## src/rtl/dia_pkg.sv

```systemverilog
// ----------------------------------------------------------------------------
// dia_pkg
// Shared types and codes of the device ID allocator.
// ----------------------------------------------------------------------------
package dia_pkg;

    localparam int ID_W   = 16;
    localparam int FUNC_W = 3;
    localparam int SIZE_W = 2;
    localparam int STAT_W = 3;
    localparam int BIT_W  = 6;
    localparam int WORD_W = ID_W - BIT_W;
    localparam int MAP_W  = 1 << BIT_W;

    localparam logic [ID_W-1:0] SHORT_ID_LIMIT = 16'd255;

    localparam logic [FUNC_W-1:0] F_ALLOC   = 3'd0;
    localparam logic [FUNC_W-1:0] F_CLAIM   = 3'd1;
    localparam logic [FUNC_W-1:0] F_RELEASE = 3'd2;
    localparam logic [FUNC_W-1:0] F_LOOKUP  = 3'd3;
    localparam logic [FUNC_W-1:0] F_JOIN    = 3'd4;
    localparam logic [FUNC_W-1:0] F_INUSE   = 3'd5;

    localparam logic [SIZE_W-1:0] SZ_8       = 2'd0;
    localparam logic [SIZE_W-1:0] SZ_16      = 2'd1;
    localparam logic [SIZE_W-1:0] SZ_INVALID = 2'd3;

    localparam logic [STAT_W-1:0] ST_OK      = 3'd0;
    localparam logic [STAT_W-1:0] ST_RANGE   = 3'd1;
    localparam logic [STAT_W-1:0] ST_UNSUP   = 3'd2;
    localparam logic [STAT_W-1:0] ST_NONE    = 3'd3;
    localparam logic [STAT_W-1:0] ST_USED    = 3'd4;
    localparam logic [STAT_W-1:0] ST_NOTUSED = 3'd5;

    typedef struct packed {
        logic clr_wr;
        logic load;
        logic op_rd;
        logic op_exec;
        logic scan_init;
        logic scan_rd;
        logic scan_eval;
    } dia_cmd_t;

    typedef struct packed {
        logic clr_last;
        logic is_alloc;
        logic done;
    } dia_sts_t;

endpackage

```

## src/rtl/dia_ctrl.sv

```systemverilog
// ----------------------------------------------------------------------------
// dia_ctrl
// Sequencer: clearing pass, operand read/execute and free-map scan.
// ----------------------------------------------------------------------------
module dia_ctrl (
    input  logic              clk,
    input  logic              rst_n,
    input  logic              in_valid,
    output logic              in_ready,
    output logic              out_valid,
    input  logic              out_ready,
    input  dia_pkg::dia_sts_t sts,
    output dia_pkg::dia_cmd_t cmd
);
    import dia_pkg::*;

    localparam logic [2:0] S_CLR   = 3'd0;
    localparam logic [2:0] S_IDLE  = 3'd1;
    localparam logic [2:0] S_ORD   = 3'd2;
    localparam logic [2:0] S_OEX   = 3'd3;
    localparam logic [2:0] S_SINIT = 3'd4;
    localparam logic [2:0] S_SRD   = 3'd5;
    localparam logic [2:0] S_SEV   = 3'd6;

    logic [2:0] state_reg, state_next;
    logic       ovalid_reg, ovalid_next;

    assign in_ready  = (state_reg == S_IDLE) && !ovalid_reg;
    assign out_valid = ovalid_reg;

    always_comb
    begin
        state_next  = state_reg;
        ovalid_next = ovalid_reg && !out_ready;
        cmd         = '0;
        case (state_reg)
            S_CLR:
            begin
                cmd.clr_wr = 1'b1;
                if (sts.clr_last)
                    state_next = S_IDLE;
            end
            S_IDLE:
            begin
                if (in_valid && in_ready)
                begin
                    cmd.load   = 1'b1;
                    state_next = sts.is_alloc ? S_SINIT : S_ORD;
                end
            end
            S_ORD:
            begin
                cmd.op_rd  = 1'b1;
                state_next = S_OEX;
            end
            S_OEX:
            begin
                cmd.op_exec = 1'b1;
                ovalid_next = 1'b1;
                state_next  = S_IDLE;
            end
            S_SINIT:
            begin
                cmd.scan_init = 1'b1;
                if (sts.done)
                begin
                    ovalid_next = 1'b1;
                    state_next  = S_IDLE;
                end
                else
                    state_next = S_SRD;
            end
            S_SRD:
            begin
                cmd.scan_rd = 1'b1;
                state_next  = S_SEV;
            end
            S_SEV:
            begin
                cmd.scan_eval = 1'b1;
                if (sts.done)
                begin
                    ovalid_next = 1'b1;
                    state_next  = S_IDLE;
                end
                else
                    state_next = S_SRD;
            end
            default:
                state_next = S_CLR;
        endcase
    end

    always_ff @(posedge clk or negedge rst_n)
    begin
        if (!rst_n)
        begin
            state_reg  <= S_CLR;
            ovalid_reg <= 1'b0;
        end
        else
        begin
            state_reg  <= state_next;
            ovalid_reg <= ovalid_next;
        end
    end

endmodule

```

## config.mk

```make
export PLATFORM = sky130hd
export DESIGN_NAME = dia_ctrl
export DESIGN_NICKNAME = d
export VERILOG_FILES = /design/src/rtl/dia_pkg.sv /design/src/rtl/dia_ctrl.sv
export SDC_FILE = /design/constraint.sdc
export NUM_CORES = 1
export LEC_CHECK = 0
export ABC_AREA = 0
export BUFFER_PORTS_ARGS = -buffer_cell sky130_fd_sc_hd__buf_2
export CAP_MARGIN = 20
export CORE_AREA = 2 2 39 41
export DETAILED_ROUTE_END_ITERATION = 12
export DIE_AREA = 0 0 41 43
export HOLD_SLACK_MARGIN = 0.02
export MAX_ROUTING_LAYER = met4
export REMOVE_ABC_BUFFERS = 1
export SETUP_SLACK_MARGIN = 0.02
export SYNTH_ARGS = -nofsm -noshare
export SYNTH_HDL_FRONTEND = slang
export SYNTH_SLANG_ARGS = --single-unit
```

## constraint.sdc

```tcl
create_clock -name clk -period 1.9 [get_ports clk]
set_clock_uncertainty 0.2 [all_clocks]
set_input_delay 0.19 -clock clk [delete_from_list [all_inputs] [get_ports clk]]
set_output_delay 0.19 -clock clk [all_outputs]
set_load 0.05 [all_outputs]
```

**Word-level counts from Yosys, hierarchy flattened**

Index checks and enable logic that the tools add are counted.

- Equality and inequality tests: 8
- Multiplexer cells: 15
- Reductions and logical operators: 8

Operators with widths:

| kind | number |
|---|---|
| one-hot mux 3 bit (6 select lines) | 1 |
| 2-to-1 mux 3 bit | 4 |
| equality test 3 bit (second input constant) | 3 |
| 2-to-1 mux 1 bit | 9 |
| equality test 3 x 2 -> 1 bit (second input constant) | 2 |
| equality test 3 x 1 -> 1 bit (second input constant) | 1 |
| logical AND 1 bit | 3 |
| zero test 3 bit | 1 |
| zero test 1 bit | 2 |
| != test 2 x 1 -> 1 bit (second input constant) | 1 |
| != test 2 bit (second input constant) | 1 |
| one-hot mux 1 bit (2 select lines) | 1 |
| AND reduction 2 bit | 1 |
| OR reduction 2 bit | 1 |

- Bits in registers: 4
- Input bits: 7
- Output and inout bits: 9
- Word-level logic and storage cells: 33

**Depth between registers and ports, before layout**

- Depth after elaboration: 5
- Depth in mapped cells: 3
- Depth with buffers taken out: 2

**Worst setup path before layout**

No wires, ideal clock.

- Path type: flip-flop to output port
- Start point: reg ovalid_reg, in the netlist out_valid
- End point: out cmd[5] in the netlist's numbering
- Arrival time: 2.325 ns
- Required time: 1.510 ns
- Path slack: -0.815 ns
- Stages on the path, launching flop included: 2
- Buffers on the path: 0
- Cell sequence: dfrtp_1 nor4b_1

RTL lines:

| item | RTL line | source |
|---|---|---|
| from (decl) | dia_ctrl.sv:26 | `logic ovalid_reg, ovalid_next;` |
| from (signal assigned) | dia_ctrl.sv:104 | `ovalid_reg <= ovalid_next;` |
| to (decl) | dia_ctrl.sv:13 | `output dia_pkg::dia_cmd_t cmd` |

==> metrics <==
final hold violation count=0; register area=100 um2; Clock Power Share=14.1%; met2 usage=12.5%; Clk pin slew, worst setup/hold paths=0.04 ns; DIE AREA=1760 um2; clk_lat worst skew=0.24 ns; antenna violations before repair=0; largest net degree at the start of global routing=13; internal power=348 uW; Leakage=0.221 nW; Placed Area=338 um2; DR iter-0 viols=2; crit end category=output pin; met3 Usage GRT=3.14%; Sequential Power Share=25.7%; CP startpoint kind=register; diode count=0; Hold Path Class=in -> async; Power, Total=782 uW; DRC Markers=0; syn_area_per_cell=9.72 um2; CP required=1.51 ns; run status=complete, no violations; FILL cells=150; post-DP HPWL=453 um; TritonCTS clock tree=done; number of buffers added for setup after CTS=0; Initial Utilization=18.3%; number of global-route vias before repair=248; Tmin final=1.76 ns; Max Cap Viol=0; fin. max-slew vios=0; CTS buffer count=3; switching power share of the total=55.5%; GRT Residual Overflow=0; Power per Cell Area=1870 nW/um2; # rows=14; CORE AREA=1380 um2; total number of vias=279; Max-slew headroom=74.3%; post-route cell area=419 um2; footprint of the multi-input gates=138 um2; CTS sink cnt=4; all-layer global routing usage=8.89%; post-DR vias/cell=4.43; Largest register FFs=3; Fmax achieved=567 MHz; fraction of layout cells with a size suffix above 1=42.6%; Avg WL per Cell=10.3 um; first-pass GRT wire length=952 um; # IOs=16; post-route ant nets=0; Die H=43 um; drt first pass iters=4; PortBufs=15; post-synthesis cell type count=16; RePlAce Congestion=0.631; worst slew pin tran=0.379 ns; Routed WL=646 um; sequential area share after synthesis=39.6%; RSZ-0062 raised after global routing=false; Arrival @ worst endpoint=1.37 ns; Setup Crit Path Kind=reg -> out; H-tree levels=1; CTS Buffer Depth=2; P&R area growth vs syn=65.8%; Ys Warns=0; worst vdd ir=0.000368 V; largest fanout on the critical path=8; met1 usage=9.15%; Root Driver=clkbuf_4; crit share post-route=92.9%; Synth Instances=26; Setup violations, final=0; #FFs+latches synth=4; Net Switching=434 uW; power share of the combinational group=60.1%; Die Wd=41 um; nets@finish=56; GR peak layer=met2; post-synthesis instance area=253 um2
## synth_stat cells
cell | number | area, um2
a211o_1 | 1 | 8.76
a221oi_1 | 1 | 8.76
a32o_1 | 1 | 10.0
and3b_1 | 2 | 17.5
buf_2 | 2 | 10.0
dfrtp_1 | 4 | 100
inv_1 | 3 | 11.3
nand2_1 | 1 | 3.75
nand2b_1 | 2 | 12.5
nand3b_1 | 1 | 7.51
nor2_1 | 1 | 3.75
nor3_1 | 2 | 10.0
nor3b_1 | 2 | 15.0
nor4b_1 | 1 | 8.76
nor4bb_2 | 1 | 16.3
o221ai_1 | 1 | 8.76
## logic make-up after synthesis
group | share of synthesized area [%]
AO/OA/AOI/OAI | 14.4
flip-flops | 39.6
AND/OR/NAND/NOR | 37.6
buffers and inverters | 8.42
## layout by cell type, fill, tap and decap left out
master	count
clkbuf_4	3
nor4b_2	1
inv_1	3
buf_4	1
nor3b_1	2
buf_2	14
nand2_1	1
and3b_1	2
nor3_1	2
nor4bb_2	1
o221ai_1	1
a211o_1	1
a221oi_1	1
dfrtp_1	4
nor2_1	1
nand2b_1	2
dlygate4sd3_1	5
nand3b_1	1
a32o_1	1
## power by group through the flow
stage	clock [mW]	combinational (mW)	sequential, mW
floorplan	0	0.328	0.210
detailed placement	0	0.441	0.199
CTS	0.117	0.465	0.197
global placement	0	0.441	0.193
finish	0.111	0.471	0.201
global route	0.119	0.501	0.213
## cell type report
type / instances / area share, %
Inverter: 3 / 2.69
Timing Repair Buffer: 20 / 30.4
Clock buffer: 3 / 5.37
Sequential cell: 4 / 23.9
Tap cell: 16 / 4.78
Multi-Input combinational cell: 17 / 32.8
## worst max-delay path, cell delays in order, from the launching register on
cell	delay [ns]
dfrtp_1	0.45
nand2b_1	0.20
nor4b_2	0.26
buf_4	0.24
## what timing repair did
action                                  4_1_cts  5_1_grt
endpoints found under the hold margin         7        0
resized for setup                             0        3
hold buffers                                  5        0
endpoints found under the setup margin        0        1
## final timing paths
path                                          start                  endpoint  slack [ns]  cells past startpoint
hold reg to reg            state_reg[0]$_DFFE_PN0P_  state_reg[0]$_DFFE_PN0P_        0.49                      1
min in group clk                             sts[0]  state_reg[2]$_DFFE_PN0P_        0.11                      3
hold / removal                                rst_n  state_reg[2]$_DFFE_PN0P_        0.09                      2
setup reg to reg           state_reg[0]$_DFFE_PN0P_       out_valid$_DFF_PN0_        0.26                      3
setup / recovery           state_reg[1]$_DFFE_PN0P_                    cmd[5]        0.14                      3
max in group asynchronous                     rst_n  state_reg[0]$_DFFE_PN0P_        1.29                      2
## metrics by stage
step | TNS [ns] | hold slack, ns | cells | worst slack, ns | util [%]
6_report | 0 | 0.0885 | 63 | 0.136 | 30.3
5_1_grt | 0 | 0.104 | 63 | 0.0384 | 30.3
4_1_cts | 0 | 0.0769 | 63 | 0.0551 | 29.7
3_5_place_dp | 0 | -0.198 | 55 | 0.326 | 24.4
3_3_place_gp | 0 | -0.200 | 55 | 0.354 | 24.4
2_1_floorplan | -2.05 | -0.306 | 24 | -0.815 | -
## layer usage
layer / part of all wire, % / up-vias
li1: - / 140
met1: 41 / 128
met2: 50 / 11
met3: 8.8 / 0
met4: 0 / 0
met5: 0 / -
Power figures use the tool's default switching activity.
